**config.mk**
```make
export PLATFORM = sky130hd
export DESIGN_NAME = quoted_word_tokenizer_flat
export DESIGN_NICKNAME = d
export VERILOG_FILES = /design/src/rtl/core/qwt_pkg.sv /design/src/rtl/core/qwt_if.sv /design/src/rtl/core/quoted_word_tokenizer.sv /design/src/rtl/core/qwt_lexer.sv /design/src/rtl/core/qwt_outq.sv /design/src/flat_wrapper.sv
export SDC_FILE = /design/constraint.sdc
export NUM_CORES = 1
export LEC_CHECK = 0
export CAP_MARGIN = 30
export CORE_UTILIZATION = 55
export CTS_CLUSTER_DIAMETER = 50
export DETAILED_ROUTE_END_ITERATION = 8
export DONT_BUFFER_PORTS = 1
export PLACE_DENSITY = 0.7
export SYNTH_ARGS = -nofsm -noshare
export SYNTH_HDL_FRONTEND = slang
export SYNTH_HIERARCHICAL = 1
export SYNTH_SLANG_ARGS = --single-unit
export TNS_END_PERCENT = 100
```
**constraint.sdc**
```tcl
create_clock -name i_clk -period 9.6 [get_ports i_clk]
set_clock_uncertainty 0.2 [all_clocks]
set_input_delay 0.48 -clock i_clk [delete_from_list [all_inputs] [get_ports i_clk]]
set_output_delay 0.48 -clock i_clk [all_outputs]
set_load 0.01 [all_outputs]
```
**src/rtl/core/qwt_pkg.sv**
```systemverilog
// Shared constants, types and helpers of the quoted word tokenizer.
package qwt_pkg;

    localparam logic [7:0] CH_SPACE  = 8'h20;
    localparam logic [7:0] CH_TAB    = 8'h09;
    localparam logic [7:0] CH_DQUOTE = 8'h22;
    localparam logic [7:0] CH_SQUOTE = 8'h27;
    localparam logic [7:0] CH_BSLASH = 8'h5C;

    localparam logic [1:0] KIND_CHAR = 2'd0;
    localparam logic [1:0] KIND_EOW  = 2'd1;
    localparam logic [1:0] KIND_EOL  = 2'd2;

    localparam logic [1:0] QUOTE_NONE   = 2'd0;
    localparam logic [1:0] QUOTE_DOUBLE = 2'd1;
    localparam logic [1:0] QUOTE_SINGLE = 2'd2;

    localparam logic [7:0] MAX_WORDS_RESET = 8'd16;
    localparam logic [7:0] COUNT_MAX       = 8'hFF;

    // Results per input item at most, and the output queue that holds them
    localparam int MAX_RES = 3;
    localparam int Q_DEPTH = 4;
    localparam int Q_PTR_W = 2;
    localparam int Q_CNT_W = 3;

    typedef struct packed {
        logic [1:0] kind;
        logic [7:0] data_byte;
        logic [7:0] word_number;
        logic       over_limit;
        logic       last_of_run;
    } t_result;

    typedef struct packed {
        logic [1:0]                 cnt;
        t_result [MAX_RES-1:0]      res;
    } t_push;

    function automatic t_result mk_result(input logic [1:0] kind, input logic [7:0] data,
                                          input logic [7:0] num, input logic over);
        t_result r;
        r.kind        = kind;
        r.data_byte   = data;
        r.word_number = num;
        r.over_limit  = over;
        r.last_of_run = 1'b0;
        return r;
    endfunction

endpackage

```
**src/rtl/core/qwt_if.sv**
```systemverilog
// Valid/ready channel interfaces for characters in and tokens out.
interface qwt_in_if;
    logic       valid;
    logic       ready;
    logic [7:0] char_code;
    logic       end_of_line;

    modport source (output valid, output char_code, output end_of_line, input ready);
    modport sink   (input valid, input char_code, input end_of_line, output ready);
endinterface

interface qwt_out_if;
    logic       valid;
    logic       ready;
    logic [1:0] kind;
    logic [7:0] data_byte;
    logic [7:0] word_number;
    logic       over_limit;
    logic       last_of_run;

    modport source (output valid, output kind, output data_byte, output word_number,
                    output over_limit, output last_of_run, input ready);
    modport sink   (input valid, input kind, input data_byte, input word_number,
                    input over_limit, input last_of_run, output ready);
endinterface

```
**src/rtl/core/quoted_word_tokenizer.sv**
```systemverilog
// Quoted word tokenizer top level: splits a command line into words, one character per transfer.
// Takes one character per input transfer and splits the line into words on spaces and tabs,
// honouring double and single quotes and backslash escapes; every kept character leaves tagged
// with its word number, followed by end of word and end of line marks. While the output keeps
// up, the block accepts a new ordinary character every cycle; with the result queue empty its
// result appears on the output the cycle after the transfer. An end of line item yields up to
// three results, which drain one per cycle while the output is ready from a four-entry result
// queue; input is accepted while that queue holds at most one result, so an end of line holds
// off input until the queue has drained back to one result, and output stalls add to that.
// max_words is written through i_cfg_wr_en/i_cfg_wr_data and resets to 16.
module quoted_word_tokenizer (
    input  logic       i_clk,
    input  logic       i_rst_n,
    input  logic       i_cfg_wr_en,
    input  logic [7:0] i_cfg_wr_data,
    qwt_in_if.sink     i_in,
    qwt_out_if.source  o_out
);

    logic [7:0]     r_max_words;
    logic           acc;
    logic           space;
    qwt_pkg::t_push push;

    assign i_in.ready = space;
    assign acc        = i_in.valid && space;

    always_ff @(posedge i_clk) begin
        if (!i_rst_n) begin
            r_max_words <= qwt_pkg::MAX_WORDS_RESET;
        end else if (i_cfg_wr_en) begin
            r_max_words <= i_cfg_wr_data;
        end
    end

    qwt_lexer u_lexer (
        .i_clk         (i_clk),
        .i_rst_n       (i_rst_n),
        .i_acc         (acc),
        .i_char_code   (i_in.char_code),
        .i_end_of_line (i_in.end_of_line),
        .i_max_words   (r_max_words),
        .o_push        (push)
    );

    qwt_outq u_outq (
        .i_clk   (i_clk),
        .i_rst_n (i_rst_n),
        .i_push  (push),
        .o_space (space),
        .o_out   (o_out)
    );

endmodule

```
**src/rtl/core/qwt_lexer.sv**
```systemverilog
// Tokenizer state and per-character result generation.
module qwt_lexer (
    input  logic                  i_clk,
    input  logic                  i_rst_n,
    input  logic                  i_acc,
    input  logic [7:0]            i_char_code,
    input  logic                  i_end_of_line,
    input  logic [7:0]            i_max_words,
    output qwt_pkg::t_push        o_push
);

    logic       r_inside, n_inside;
    logic [1:0] r_quote,  n_quote;
    logic       r_esc,    n_esc;
    logic [7:0] r_wc,     n_wc;
    logic       r_sat,    n_sat;

    qwt_pkg::t_result [qwt_pkg::MAX_RES-1:0] res;
    logic [1:0] cnt;
    logic [7:0] idx;
    logic       over;
    logic       blank;
    logic [7:0] q_char;

    always_comb begin
        n_inside = r_inside;
        n_quote  = r_quote;
        n_esc    = r_esc;
        n_wc     = r_wc;
        n_sat    = r_sat;
        res      = '0;
        cnt      = 2'd0;
        idx      = 8'd0;
        over     = 1'b0;
        q_char   = qwt_pkg::CH_SQUOTE;
        blank    = (i_char_code == qwt_pkg::CH_SPACE) || (i_char_code == qwt_pkg::CH_TAB);

        if (i_end_of_line) begin
            idx  = r_sat ? qwt_pkg::COUNT_MAX : ((r_wc == 8'd0) ? 8'd0 : r_wc - 8'd1);
            over = idx >= i_max_words;
            // dangling backslash is kept as an ordinary character
            if (r_esc) begin
                res[cnt] = qwt_pkg::mk_result(qwt_pkg::KIND_CHAR, qwt_pkg::CH_BSLASH, idx, over);
                cnt      = cnt + 2'd1;
            end
            if (r_inside) begin
                res[cnt] = qwt_pkg::mk_result(qwt_pkg::KIND_EOW, 8'd0, idx, over);
                cnt      = cnt + 2'd1;
            end
            res[cnt] = qwt_pkg::mk_result(qwt_pkg::KIND_EOL, 8'd0, r_wc,
                                          r_sat || (r_wc > i_max_words));
            cnt      = cnt + 2'd1;
            n_inside = 1'b0;
            n_quote  = qwt_pkg::QUOTE_NONE;
            n_esc    = 1'b0;
            n_wc     = 8'd0;
            n_sat    = 1'b0;
        end else if (r_inside || !blank) begin
            if (!r_inside) begin
                n_inside = 1'b1;
                n_quote  = qwt_pkg::QUOTE_NONE;
                n_esc    = 1'b0;
                if (r_wc == qwt_pkg::COUNT_MAX) begin
                    n_sat = 1'b1;
                end else begin
                    n_wc = r_wc + 8'd1;
                end
            end
            idx  = n_sat ? qwt_pkg::COUNT_MAX : ((n_wc == 8'd0) ? 8'd0 : n_wc - 8'd1);
            over = idx >= i_max_words;
            if (n_esc) begin
                n_esc    = 1'b0;
                res[cnt] = qwt_pkg::mk_result(qwt_pkg::KIND_CHAR, i_char_code, idx, over);
                cnt      = cnt + 2'd1;
            end else if (n_quote != qwt_pkg::QUOTE_NONE) begin
                q_char = (n_quote == qwt_pkg::QUOTE_DOUBLE) ? qwt_pkg::CH_DQUOTE
                                                            : qwt_pkg::CH_SQUOTE;
                if (i_char_code == q_char) begin
                    n_quote = qwt_pkg::QUOTE_NONE;
                end else begin
                    res[cnt] = qwt_pkg::mk_result(qwt_pkg::KIND_CHAR, i_char_code, idx, over);
                    cnt      = cnt + 2'd1;
                end
            end else if (i_char_code == qwt_pkg::CH_DQUOTE) begin
                n_quote = qwt_pkg::QUOTE_DOUBLE;
            end else if (i_char_code == qwt_pkg::CH_SQUOTE) begin
                n_quote = qwt_pkg::QUOTE_SINGLE;
            end else if (i_char_code == qwt_pkg::CH_BSLASH) begin
                n_esc = 1'b1;
            end else if (blank) begin
                res[cnt] = qwt_pkg::mk_result(qwt_pkg::KIND_EOW, 8'd0, idx, over);
                cnt      = cnt + 2'd1;
                n_inside = 1'b0;
            end else begin
                res[cnt] = qwt_pkg::mk_result(qwt_pkg::KIND_CHAR, i_char_code, idx, over);
                cnt      = cnt + 2'd1;
            end
        end

        if (cnt != 2'd0) begin
            res[cnt - 2'd1].last_of_run = 1'b1;
        end
    end

    assign o_push.cnt = i_acc ? cnt : 2'd0;
    assign o_push.res = res;

    always_ff @(posedge i_clk) begin
        if (!i_rst_n) begin
            r_inside <= 1'b0;
            r_quote  <= qwt_pkg::QUOTE_NONE;
            r_esc    <= 1'b0;
            r_wc     <= 8'd0;
            r_sat    <= 1'b0;
        end else if (i_acc) begin
            r_inside <= n_inside;
            r_quote  <= n_quote;
            r_esc    <= n_esc;
            r_wc     <= n_wc;
            r_sat    <= n_sat;
        end
    end

`ifndef ASSERT_OFF
    a_eol_clears: assert property (@(posedge i_clk) disable iff (!i_rst_n)
        (i_acc && i_end_of_line) |=> (r_wc == 8'd0 && !r_inside && !r_sat && !r_esc))
        else $error("state not cleared after end of line");
    a_sat_at_max: assert property (@(posedge i_clk) disable iff (!i_rst_n)
        r_sat |-> (r_wc == qwt_pkg::COUNT_MAX))
        else $error("saturated flag set below full count");
    a_eol_last: assert property (@(posedge i_clk) disable iff (!i_rst_n)
        (i_acc && i_end_of_line) |-> (o_push.cnt != 2'd0 &&
            o_push.res[o_push.cnt - 2'd1].kind == qwt_pkg::KIND_EOL))
        else $error("end of line item must finish with its line mark");
`endif

endmodule

```
**src/rtl/core/qwt_outq.sv**
```systemverilog
// Result queue: takes up to three results per cycle while it holds at most one, hands out one per transfer.
module qwt_outq (
    input  logic           i_clk,
    input  logic           i_rst_n,
    input  qwt_pkg::t_push i_push,
    output logic           o_space,
    qwt_out_if.source      o_out
);

    qwt_pkg::t_result r_mem [qwt_pkg::Q_DEPTH];

    logic [qwt_pkg::Q_PTR_W-1:0] r_wr, n_wr;
    logic [qwt_pkg::Q_PTR_W-1:0] r_rd, n_rd;
    logic [qwt_pkg::Q_CNT_W-1:0] r_cnt, n_cnt;
    logic                        pop;
    qwt_pkg::t_result            head;

    assign head  = r_mem[r_rd];
    assign pop   = o_out.valid && o_out.ready;
    // room for a full end of line burst
    assign o_space = r_cnt <= qwt_pkg::Q_CNT_W'(1);

    assign o_out.valid       = r_cnt != '0;
    assign o_out.kind        = head.kind;
    assign o_out.data_byte   = head.data_byte;
    assign o_out.word_number = head.word_number;
    assign o_out.over_limit  = head.over_limit;
    assign o_out.last_of_run = head.last_of_run;

    always_comb begin
        n_wr  = r_wr + qwt_pkg::Q_PTR_W'(i_push.cnt);
        n_rd  = r_rd + qwt_pkg::Q_PTR_W'(pop);
        n_cnt = r_cnt + qwt_pkg::Q_CNT_W'(i_push.cnt) - qwt_pkg::Q_CNT_W'(pop);
    end

    always_ff @(posedge i_clk) begin
        for (int i = 0; i < qwt_pkg::MAX_RES; i++) begin
            if (qwt_pkg::Q_CNT_W'(i) < qwt_pkg::Q_CNT_W'(i_push.cnt)) begin
                r_mem[r_wr + qwt_pkg::Q_PTR_W'(i)] <= i_push.res[i];
            end
        end
    end

    always_ff @(posedge i_clk) begin
        if (!i_rst_n) begin
            r_wr  <= '0;
            r_rd  <= '0;
            r_cnt <= '0;
        end else begin
            r_wr  <= n_wr;
            r_rd  <= n_rd;
            r_cnt <= n_cnt;
        end
    end

`ifndef ASSERT_OFF
    a_no_overflow: assert property (@(posedge i_clk) disable iff (!i_rst_n)
        r_cnt <= qwt_pkg::Q_CNT_W'(qwt_pkg::Q_DEPTH))
        else $error("result queue overflow");
    a_push_needs_space: assert property (@(posedge i_clk) disable iff (!i_rst_n)
        (i_push.cnt != 2'd0) |-> o_space)
        else $error("push into queue without room");
    a_ptr_gap: assert property (@(posedge i_clk) disable iff (!i_rst_n)
        (r_cnt != qwt_pkg::Q_CNT_W'(qwt_pkg::Q_DEPTH)) |->
            (qwt_pkg::Q_PTR_W'(r_wr - r_rd) == qwt_pkg::Q_PTR_W'(r_cnt)))
        else $error("queue pointers disagree with fill count");
`endif

endmodule
```
**src/flat_wrapper.sv**
```systemverilog
// flat-port wrapper written by rule: the top's interface ports become plain ports
module quoted_word_tokenizer_flat 
  (i_clk, i_rst_n, i_cfg_wr_en, i_cfg_wr_data, i_in_valid, i_in_char_code, i_in_end_of_line, i_in_ready, o_out_valid, o_out_kind, o_out_data_byte, o_out_word_number, o_out_over_limit, o_out_last_of_run, o_out_ready);
  qwt_in_if i_in_i ();
  qwt_out_if o_out_i ();
  input  logic i_clk;
  input  logic i_rst_n;
  input  logic i_cfg_wr_en;
  input  logic [7:0] i_cfg_wr_data;
  input wire logic [$bits(i_in_i.valid)-1:0] i_in_valid;
  input wire logic [$bits(i_in_i.char_code)-1:0] i_in_char_code;
  input wire logic [$bits(i_in_i.end_of_line)-1:0] i_in_end_of_line;
  output wire logic [$bits(i_in_i.ready)-1:0] i_in_ready;
  output wire logic [$bits(o_out_i.valid)-1:0] o_out_valid;
  output wire logic [$bits(o_out_i.kind)-1:0] o_out_kind;
  output wire logic [$bits(o_out_i.data_byte)-1:0] o_out_data_byte;
  output wire logic [$bits(o_out_i.word_number)-1:0] o_out_word_number;
  output wire logic [$bits(o_out_i.over_limit)-1:0] o_out_over_limit;
  output wire logic [$bits(o_out_i.last_of_run)-1:0] o_out_last_of_run;
  input wire logic [$bits(o_out_i.ready)-1:0] o_out_ready;
  assign i_in_i.valid = i_in_valid;
  assign i_in_i.char_code = i_in_char_code;
  assign i_in_i.end_of_line = i_in_end_of_line;
  assign i_in_ready = i_in_i.ready;
  assign o_out_valid = o_out_i.valid;
  assign o_out_kind = o_out_i.kind;
  assign o_out_data_byte = o_out_i.data_byte;
  assign o_out_word_number = o_out_i.word_number;
  assign o_out_over_limit = o_out_i.over_limit;
  assign o_out_last_of_run = o_out_i.last_of_run;
  assign o_out_i.ready = o_out_ready;
  quoted_word_tokenizer u_core (.i_clk(i_clk), .i_rst_n(i_rst_n), .i_cfg_wr_en(i_cfg_wr_en), .i_cfg_wr_data(i_cfg_wr_data), .i_in(i_in_i), .o_out(o_out_i));
endmodule
```
==> summary.txt, run 1 <==
Outcome
  • Status: finished clean

Placement
  • Input/output buffers: 0
  • Final GP Congestion: 0.966
  • DP HPWL: 14900 µm
  • Area after DPL: 7900 µm²

Yosys
  • Async SR Flop Fraction: 0%
  • Syn Inst Count: 913
  • Yosys Warn Count: 6
  • Distinct cell type count of the synthesized netlist: 74
  • Register area share after synthesis: 37.4%
  • Main synth FF type: edfxtp_1
  • Avg Inst Size Synth: 8.67 µm²
  • Synth Register Bits: 108
  • Synth Cell Area: 7910 µm²
  • Post-synth EDFFs: 80

Final layout
  • Ant. Diodes: 0
  • Fin nets: 928
  • Design Area, Final: 8240 µm²
  • Layout cells sized above 1: 7.76%
  • Area Growth Syn to Fin: 4.14%

Floorplanning
  • DIE AREA: 14900 µm²
  • Die Y: 122 µm
  • Die W: 122 µm
  • Row count: 43
  • CORE AREA: 13900 µm²
  • Top Ports: 44
  • Initial Utilization: 56.8%

Critical path
  • CP max stage delay: 760 ps
  • CP top delay family: compound AO/OA/AOI/OAI gates
  • Worst setup EP type: flip-flop
  • Worst Setup Path Type: flip-flop to flip-flop
  • Worst Path Max Fanout: 17
  • Crit path cell chain: and4_1 -> a41oi_4 -> mux2i_2 -> or3b_4 -> nor2_1 -> or3_4 -> ha_1 -> a21o_1 -> a21o_1 -> a21oi_1 -> o21ai_0 -> a22oi_1 -> o21ai_0 -> nand2_1 -> a31oi_1
  • Worst endpoint required time: 9470 ps
  • CP max stage cell: dfxtp_1
  • Bufs and invs on worst path: 0
  • Worst Path Arrival: 4280 ps
  • Worst Setup Start Kind: flip-flop

Power and ir drop
  • Leakage power: 3.19 nW
  • Power Total: 1.40 mW
  • Power Dens Cells: 170 nW/µm²
  • VDD IR max: 0.102 mV

CTS
  • Post-CTS setup buffers: 0
  • Total CTS buffers: 9
  • Max clock buf depth: 2
  • Clock slew at reported path FFs: 70 ps
  • CTS tree: yes
  • Root buf cell: clkbuf_16
  • Worst skew pair latency: 350 ps
  • # clock sinks: 108
  • CTS H-tree lvls: 3

GRT
  • Overflow after GRT: 0
  • GRT busiest layer: met2
  • Pin count of the biggest net entering global routing: 41
  • M1 GR Usage: 38.9%
  • Number of global-route vias before repair: 6538
  • First-pass GRT wire length: 34100 µm
  • All-Layer GR Usage: 30.5%
  • Initial antenna violation count: 0
  • Met2 Usage GRT: 50.1%
  • Met3 GRT Util: 6.09%

Detailed routing
  • Via count: 6876
  • Drt first pass iters: 7
  • Final ANT Viol Nets: 0
  • WL final: 21900 µm
  • Wire per inst: 20.7 µm
  • Via/cell ratio: 6.51
  • Initial detailed-routing violation count: 931
  • DRC errors left: 0

Timing
  • WHS: 42.3 ps
  • Setup tns final: 0 ps
  • Max Clock Freq: 227 MHz
  • Tcrit/Tclk final: 45.9%
  • Final number of setup-violating endpoints: 0
  • Min Clock Period, post-route: 4400 ps
  • Slew HR: 27.6%
  • RSZ-0062 raised after global routing: false
  • Worst-margin pin slew: 1090 ps
  • Max-slew violations: 0
  • Final Hold Violating Endpoints: 0

Flow run
  • Max-cap violation count: 0

Min path
  • Worst min-delay path category: input pin to flip-flop
## cell usage after synthesis (3+ instances only)
cell type | number | share of area (%)
a21oi_1 | 22 | 1.4
nand4_1 | 4 | 0.32
nor2b_1 | 27 | 2.1
o21ai_0 | 30 | 1.9
o31ai_1 | 5 | 0.47
ha_1 | 34 | 5.4
nand2_1 | 189 | 9.0
mux4_2 | 20 | 5.7
dfxtp_1 | 28 | 7.1
nand2b_1 | 5 | 0.40
nor2_1 | 105 | 5.0
a21boi_0 | 4 | 0.38
buf_2 | 32 | 2.0
edfxtp_1 | 80 | 30
nor4b_1 | 3 | 0.33
and2_1 | 19 | 1.5
a21o_1 | 18 | 1.7
xnor2_1 | 7 | 0.77
clkbuf_1 | 23 | 1.1
and3_1 | 14 | 1.1
nor4_1 | 3 | 0.24
nand4b_1 | 3 | 0.33
inv_1 | 23 | 1.1
nor3_1 | 6 | 0.38
nand3_1 | 10 | 0.63
o21a_1 | 4 | 0.38
a31oi_1 | 84 | 6.6
xor2_1 | 3 | 0.33
buf_6 | 3 | 0.43
and3b_1 | 5 | 0.55
buf_4 | 24 | 2.3
a22o_1 | 7 | 0.77
a22oi_1 | 7 | 0.66
mux2i_1 | 12 | 1.5
## logic make-up after synthesis
logic type               share of synthesized area, %
XOR/XNOR                                         1.11
flip-flops                                       37.4
AO/OA/AOI/OAI                                    17.2
other                                          0.0474
AND/OR/NAND/NOR                                  24.0
multiplexers                                     7.53
adder cells (fa/ha/maj)                          5.63
buffers and inverters                            7.07
## layout make-up
type                            instances  area [µm²]
Fill cell                            1192        5690
Multi-Input combinational cell        713        4470
Sequential cell                       108        2960
Clock buffer                            9         225
Tap cell                              180         225
Timing Repair Buffer                   16         173
Clock inverter                          7         103
Inverter                               23        86.3
## where the power goes
part           internal (mW)  switching (mW)
logic                  0.166           0.231
registers              0.558          0.0341
clock network          0.231           0.177
## worst paths after layout
check | from | endpoint | slack, ps | depth (start not counted)
max | u_core/u_lexer/r_wc[5] | u_core/u_outq/r_mem[3][1] | 5200 | 15
min | i_rst_n | u_core/u_lexer/r_wc[7] | 40 | 1
max reg2reg | u_core/u_lexer/r_wc[5] | u_core/u_outq/r_mem[3][1] | 5200 | 15
min reg2reg | u_core/r_max_words[4] | u_core/r_max_words[4] | 290 | 2
## flip-flops by register name, summed over array words and instances, names as in the netlist
register,count
u_core/u_outq/r_wr,2
u_core/r_max_words,8
u_core/u_lexer/r_wc,8
u_core/u_lexer/r_inside,1
u_core/u_outq/r_cnt,3
u_core/u_outq/r_mem,80
u_core/u_lexer/r_sat,1
u_core/u_outq/r_rd,2
u_core/u_lexer/r_esc,1
u_core/u_lexer/r_quote,2
## through the flow
stage               setup slack (ps)  utilization, %  std cells
floorplan                       5470               -        929
detailed placement              5340            56.7       1039
CTS                             5320            59.1       1056
global placement                5200            56.1       1034
global route                    4960            59.1       1056
finish                          5200            59.1       1056
## layout by cell type, fill, tap and decap left out, types with 3 or more instances in the layout
cell and instances:
a21boi_0 4, nor3_1 6, a21oi_1 20, xor2_1 3, o21a_1 4, nor2_1 105
a21o_1 18, buf_8 4, and3b_1 5, clkbuf_16 9, o21ai_0 28, nor4_1 3
nand2_1 189, a22o_1 7, conb_1 17, nor2b_1 27, a31oi_1 84, nand2b_1 5
mux4_2 20, nand4_1 4, nor4b_1 3, dfxtp_1 28, nand4b_1 3, a22oi_1 7
mux2i_1 12, buf_4 10, xnor2_1 7, ha_1 34, nand3_1 10, inv_1 23
edfxtp_1 80, and2_1 19, o31ai_1 5, and3_1 14
## worst register-to-register path: stages, from the launching register on
cell and delay (ps):
dfxtp_1 760, and4_1 450, a41oi_4 210, mux2i_2 350
or3b_4 210, nor2_1 50, or3_4 390, ha_1 300
a21o_1 160, a21o_1 170, a21oi_1 130, o21ai_0 100
a22oi_1 140, o21ai_0 260, nand2_1 140, a31oi_1 100
## timing repair
action,CTS,global route
hold buffers,1,0
gates resized for setup,0,0
hold endpoints to repair,1,0
## routing by layer
metal,wire length (µm),vias to the layer above
met5,0,-
met4,646,0
met3,2530,71
met2,10200,445
met1,8490,3188
li1,-,3172
(Power assumes the default switching activity.)
==> inputs of run 2 (changes only) <==
clock period = 4.5 ns   (was 9.6 ns; I/O delays follow)
==> run 2 against run 1 <==
  * Global-route usage grew 0.68 points
  * Cell area grew 2.7%
  * Fmax grew 5.5%
  * Cell count grew 2.9%
  * Critical endpoint is now u_core/u_outq/r_mem[1][1]
  * Largest cell class unchanged
==> summary.txt, run 2 (synthesis gave the netlist of run 1 again) <==
Floorplanning
  • Die Y: 122 µm (unchanged)
  • Initial Utilization: 56.8% (unchanged)
  • Top Ports: 44 (unchanged)
  • Row count: 43 (unchanged)
  • DIE AREA: 14900 µm² (unchanged)
  • Die W: 122 µm (unchanged)
  • CORE AREA: 13900 µm² (unchanged)

Flow run
  • Max-cap violation count: 0 (unchanged)

CTS
  • Worst skew pair latency: 360 ps (about the same)
  • Total CTS buffers: 9 (unchanged)
  • Post-CTS setup buffers: 0 (unchanged)
  • Clock slew at reported path FFs: 80 ps (about the same)
  • CTS tree: yes
  • Root buf cell: clkbuf_16
  • # clock sinks: 108 (unchanged)
  • Max clock buf depth: 2 (unchanged)
  • CTS H-tree lvls: 3 (unchanged)

Detailed routing
  • Drt first pass iters: 7 (unchanged)
  • Wire per inst: 20.7 µm (+0.16%)
  • DRC errors left: 0 (unchanged)
  • WL final: 22500 µm (+3.1%)
  • Via/cell ratio: 6.52 (+0.12%)
  • Via count: 7086 (+3.1%)
  • Initial detailed-routing violation count: 861 (-7.5%)
  • Final ANT Viol Nets: 0 (unchanged)

Outcome
  • Status: finished clean

GRT
  • All-Layer GR Usage: 31.2% (+0.68 points)
  • Initial antenna violation count: 0 (unchanged)
  • Number of global-route vias before repair: 6603 (+0.99%)
  • Overflow after GRT: 0 (unchanged)
  • First-pass GRT wire length: 34900 µm (+2.3%)
  • Pin count of the biggest net entering global routing: 41 (unchanged)

Timing
  • Max Clock Freq: 240 MHz (+5.5%)
  • Worst-margin pin slew: 954 ps (-132 ps)
  • Max-slew violations: 0 (unchanged)
  • Min Clock Period, post-route: 4170 ps (-230 ps)
  • Final number of setup-violating endpoints: 0 (unchanged)
  • RSZ-0062 raised after global routing: false
  • Setup tns final: 0 ps (unchanged)
  • Slew HR: 36.4% (+8.8 points)
  • Tcrit/Tclk final: 92.8% (+47 points)
  • Final Hold Violating Endpoints: 0 (unchanged)
  • WHS: 6.60 ps (-35.7 ps)

Final layout
  • Register area: 2960 µm² (about the same)
  • Final core utilization: 60.8% (+1.6 points)
  • Most common cell after layout, fill and taps aside: nand2_1
  • Area Growth Syn to Fin: 7.01%
  • Most frequent cells in the layout: 189 x nand2_1, 105 x nor2_1, 84 x a31oi_1
  • Ant. Diodes: 0 (unchanged)
  • Area of the multi-input gates: 4470 µm² (about the same)
  • Layout cells sized above 1: 9.15% (+1.4 points)
  • Fin nets: 959 (+3.3%)
  • Largest Register: u_core/u_outq/r_mem
  • Biggest registers after layout: u_core/u_outq/r_mem x80, u_core/r_max_words x8, u_core/u_lexer/r_wc x8
  • # fillers: 1174 (-1.5%)
  • Max FFs per register: 80 (unchanged)

Power and ir drop
  • Leakage power: 3.30 nW (+3.3%)
  • Power Dens Cells: 346 nW/µm² (+100%)
  • VDD IR max: 0.186 mV (+83%)

Min path
  • Worst min-delay path category: input pin to flip-flop

Critical path
  • Worst Setup Path Type: flip-flop to flip-flop
  • Worst Path Max Fanout: 11 (-6)
  • Worst setup EP type: flip-flop
  • Worst endpoint required time: 4390 ps (-5080 ps)
  • Worst Setup Start Kind: flip-flop
  • Worst Path Arrival: 4070 ps (-210 ps)

Placement
  • Input/output buffers: 0 (unchanged)
  • DP HPWL: 15600 µm (+4.3%)
  • Final GP Congestion: 0.958 (-0.85%)
[run 2: changes by cell type in the layout (fill, tap and decap cells not counted), sizes merged]
cell | before | now
dlygate4sd3 | 1 | 19
inv | 23 | 27
clkinvlp | 1 | 0
clkinv | 4 | 3
buf | 15 | 28
bufinv | 2 | 0
[run 2: per-stage QoR]
stage | power [mW] | area, µm² | setup WS (ps) | cells
2_1_floorplan | 1.95 | 7970 | 623 | 929
3_3_place_gp | 2.10 | 7960 | 348 | 1051
3_5_place_dp | 2.13 | 7980 | 216 | 1052
4_1_cts | 2.93 | 8460 | 186 | 1087
5_1_grt | 3.06 | 8470 | 127 | 1087
6_report | 2.93 | 8470 | 325 | 1087
[run 2: path summary, 6_finish.rpt]
kind              cells after the start                 startpoint                   endpoint  slack, ps
setup / recovery                     16     u_core/u_lexer/r_wc[1]  u_core/u_outq/r_mem[1][1]        330
hold / removal                        3           i_in_end_of_line    u_core/u_lexer/r_inside          7
setup reg to reg                     16     u_core/u_lexer/r_wc[1]  u_core/u_outq/r_mem[1][1]        330
hold reg to reg                       2  u_core/u_lexer/r_quote[0]  u_core/u_lexer/r_quote[0]        320
[run 2: area by class of cell]
class,count,share of cell area (%)
sequential,108,35.0
tap,180,2.66
clock inverter,7,0.768
clock buffer,9,2.66
timing repair buffer,47,5.11
inverter,23,1.02
multi-input combinational,713,52.8
[run 2: power by group]
part	switching, mW	total (mW)	internal [mW]
Combinational	0.507	0.882	0.376
Clock	0.402	0.792	0.389
Sequential	0.0627	1.25	1.19
Total	0.972	2.93	1.96
[run 2: routing by layer]
layer / vias up / global-route usage, % / part of all wire, %
met5: - / 0 / 0
met4: 0 / 14.3 / 3.0
met3: 75 / 4.92 / 9.2
met2: 417 / 47.6 / 44
met1: 3359 / 43.3 / 44
li1: 3235 / - / -
[run 2: what timing repair did]
item                                    CTS  global route
gates resized for setup                   0             2
endpoints found under the setup margin    0             4
endpoints found under the hold margin    28             0
hold buffers                             19             0
[run 2: worst max-delay path: stages, from the launching register on]
cell and delay (ps):
dfxtp_2 460, ha_2 320, nand2b_1 120, or4_1 520
a21oi_1 300, nand3_1 180, a21oi_1 220, ha_1 260
nand2b_1 140, a21o_1 170, a21o_1 180, a21oi_1 140
o21ai_0 80, a22oi_1 190, o21ai_0 220, nand2_1 130
a31oi_1 100
==> inputs of run 3 (changes only) <==
CORE_UTILIZATION = 60   (was 55)
PLACE_DENSITY = 0.76   (was 0.7)
==> run 3 against run 2 <==
  * Sequential power about the same
  * Via count up 1.1%
  * Clock-buffer cell count unchanged
  * Wire length up 2.4%
  * Critical path type unchanged
  * Largest cell class unchanged
==> summary.txt, run 3 (synthesis gave the netlist of run 1 again) <==
Final layout
  • Ant. Diodes: 0 (unchanged)
  • Layout cells sized above 1: 9.12% (-0.030 points)
  • Most common cell after layout, fill and taps aside: nand2_1
  • Area Growth Syn to Fin: 7.38%
  • Largest Register: u_core/u_outq/r_mem
  • # fillers: 1059 (-9.8%)
  • Max FFs per register: 80 (unchanged)
  • Fin nets: 962 (+0.31%)
  • Area of the multi-input gates: 4470 µm² (about the same)
  • Most frequent cells in the layout: 189 x nand2_1, 105 x nor2_1, 84 x a31oi_1
  • Biggest registers after layout: u_core/u_outq/r_mem x80, u_core/r_max_words x8, u_core/u_lexer/r_wc x8
  • Register area: 2960 µm² (about the same)

Floorplanning
  • Die W: 117 µm (-4.2%)
  • DIE AREA: 13700 µm² (-8.2%)
  • Row count: 41 (-4.7%)
  • CORE AREA: 12700 µm² (-8.7%)
  • Die Y: 117 µm (-4.2%)
  • Top Ports: 44 (unchanged)
  • Initial Utilization: 62.2% (+5.4 points)

Critical path
  • Worst Path Max Fanout: 7 (-4)
  • Worst Setup Path Type: flip-flop to flip-flop
  • Crit path cell chain: ha_1 -> nand2b_1 -> or4_1 -> a21oi_1 -> nand3_1 -> a21oi_1 -> ha_1 -> nand2b_1 -> a21o_1 -> a21o_1 -> a21oi_1 -> o21ai_0 -> a22oi_1 -> o21ai_0 -> nand2_1 -> a31oi_1
  • CP max stage cell: or4_1
  • Worst endpoint required time: 4390 ps (about the same)
  • Reg-to-reg slack, setup: 380 ps (+60 ps)
  • Most used cell, CP: a21oi_1
  • Worst setup EP type: flip-flop
  • Bufs and invs on worst path: 0 (unchanged)
  • Worst Path Arrival: 4010 ps (-60 ps)
  • CP top delay family: compound AO/OA/AOI/OAI gates
  • Worst Setup Start Kind: flip-flop
  • CP max stage delay: 520 ps (about the same)

CTS
  • # clock sinks: 108 (unchanged)
  • Max clock buf depth: 2 (unchanged)
  • Clock slew at reported path FFs: 80 ps (about the same)
  • CTS H-tree lvls: 3 (unchanged)
  • Total CTS buffers: 9 (unchanged)
  • CTS resizes: 0 (unchanged)
  • Worst skew pair latency: 370 ps (about the same)
  • CTS tree: yes
  • Root buf cell: clkbuf_16

Detailed routing
  • Via count: 7162 (+1.1%)
  • Wl on met1: 8690 µm (-12%)
  • Met3 Wirelength: 2610 µm (+26%)
  • Initial detailed-routing violation count: 1226 (+42%)
  • Wire per inst: 21.3 µm (+2.9%)
  • Top sig layer: met4
  • WL final: 23100 µm (+2.4%)
  • Final ANT Viol Nets: 0 (unchanged)
  • Drt first pass iters: 6 (-1)
  • DR WL met2: 10600 µm (+6.5%)
  • Via/cell ratio: 6.62 (+1.5%)
  • DRC errors left: 0 (unchanged)

Flow run
  • Max-cap violation count: 0 (unchanged)

Timing
  • RSZ-0062 raised after global routing: false
  • Tcrit/Tclk final: 91.6% (-1.2 points)
  • Final Hold Violating Endpoints: 0 (unchanged)
  • Slew HR: 33.8% (-2.6 points)
  • Max Clock Freq: 243 MHz (+1.3%)
  • Setup tns final: 0 ps (unchanged)
  • Worst-margin pin slew: 993 ps (+38.6 ps)
  • Final number of setup-violating endpoints: 0 (unchanged)
  • WHS: 22.7 ps (+16.1 ps)
  • Max-slew violations: 0 (unchanged)
  • Min Clock Period, post-route: 4120 ps (-55.1 ps)

GRT
  • All-Layer GR Usage: 35.5% (+4.4 points)
  • Initial antenna violation count: 0 (unchanged)
  • Number of global-route vias before repair: 6870 (+4.0%)
  • First-pass GRT wire length: 36000 µm (+3.1%)
  • Overflow after GRT: 0 (unchanged)
  • Pin count of the biggest net entering global routing: 41 (unchanged)

Placement
  • DP HPWL: 15600 µm (-0.21%)
  • Final GP Congestion: 0.920 (-3.9%)
  • Input/output buffers: 0 (unchanged)

Power and ir drop
  • Leakage power: 3.32 nW (+0.63%)
  • VDD IR max: 0.263 mV (+41%)
  • Power Total: 3.04 mW (+3.7%)
  • Power Dens Cells: 357 nW/µm² (+3.4%)

Outcome
  • Status: finished clean

Min path
  • Worst min-delay path category: input pin to flip-flop
run 3: cell count changes in the layout (fill, tap and decap cells not counted), sizes merged:
cell      before  now
inv           27   24
buf           28   31
clkinv         3    2
bufinv         0    2
clkinvlp       0    2
run 3: cell type report:
| type | instances | area share (%) |
|---|---|---|
| Tap cell | 172 | 2.53 |
| Timing Repair Buffer | 50 | 5.21 |
| Multi-Input combinational cell | 713 | 52.6 |
| Inverter | 23 | 1.02 |
| Clock inverter | 7 | 1.16 |
| Sequential cell | 108 | 34.9 |
| Clock buffer | 9 | 2.65 |
run 3: power breakdown:
group          switching, mW  internal [mW]  total (mW)
logic                  0.518          0.378       0.896
registers             0.0633           1.19        1.25
clock network          0.394          0.491       0.886
run 3: final timing paths:
check,start,end,depth (start not counted)
worst min-delay path,o_out_ready,u_core/u_outq/r_rd[1],3
worst max register to register,u_core/u_lexer/r_wc[1],u_core/u_outq/r_mem[1][1],16
worst max-delay path,u_core/u_lexer/r_wc[1],u_core/u_outq/r_mem[1][1],16
worst min register to register,u_core/u_lexer/r_quote[0],u_core/u_lexer/r_quote[0],2
run 3: metal layers:
metal / vias up / global-route usage [%]
met3: 139 / 9.27
met5: - / 0
met1: 3313 / 44.9
li1: 3238 / -
met2: 472 / 55.3
met4: 0 / 20.8
run 3: metrics by stage:
stage | utilization [%] | setup WS (ps) | cells | area, µm²
finish | 66.8 | 380 | 1082 | 8500
global placement | 62.5 | 585 | 1046 | 7960
global route | 66.8 | 6.96 | 1082 | 8500
CTS | 66.8 | 462 | 1082 | 8500
detailed placement | 62.7 | 503 | 1047 | 7980
floorplan | - | 623 | 929 | 7970
run 3: worst min-delay path, stage by stage:
cell and delay [ps]:
o311ai_0 100, xnor2_1 70, and2_1 140
run 3: repair_timing:
| item | 4_1_cts | 5_1_grt |
|---|---|---|
| setup endpoints to repair | 0 | 0 |
| hold endpoints to repair | 28 | 0 |
| hold buffers | 19 | 0 |
| buffers inserted | 0 | 0 |
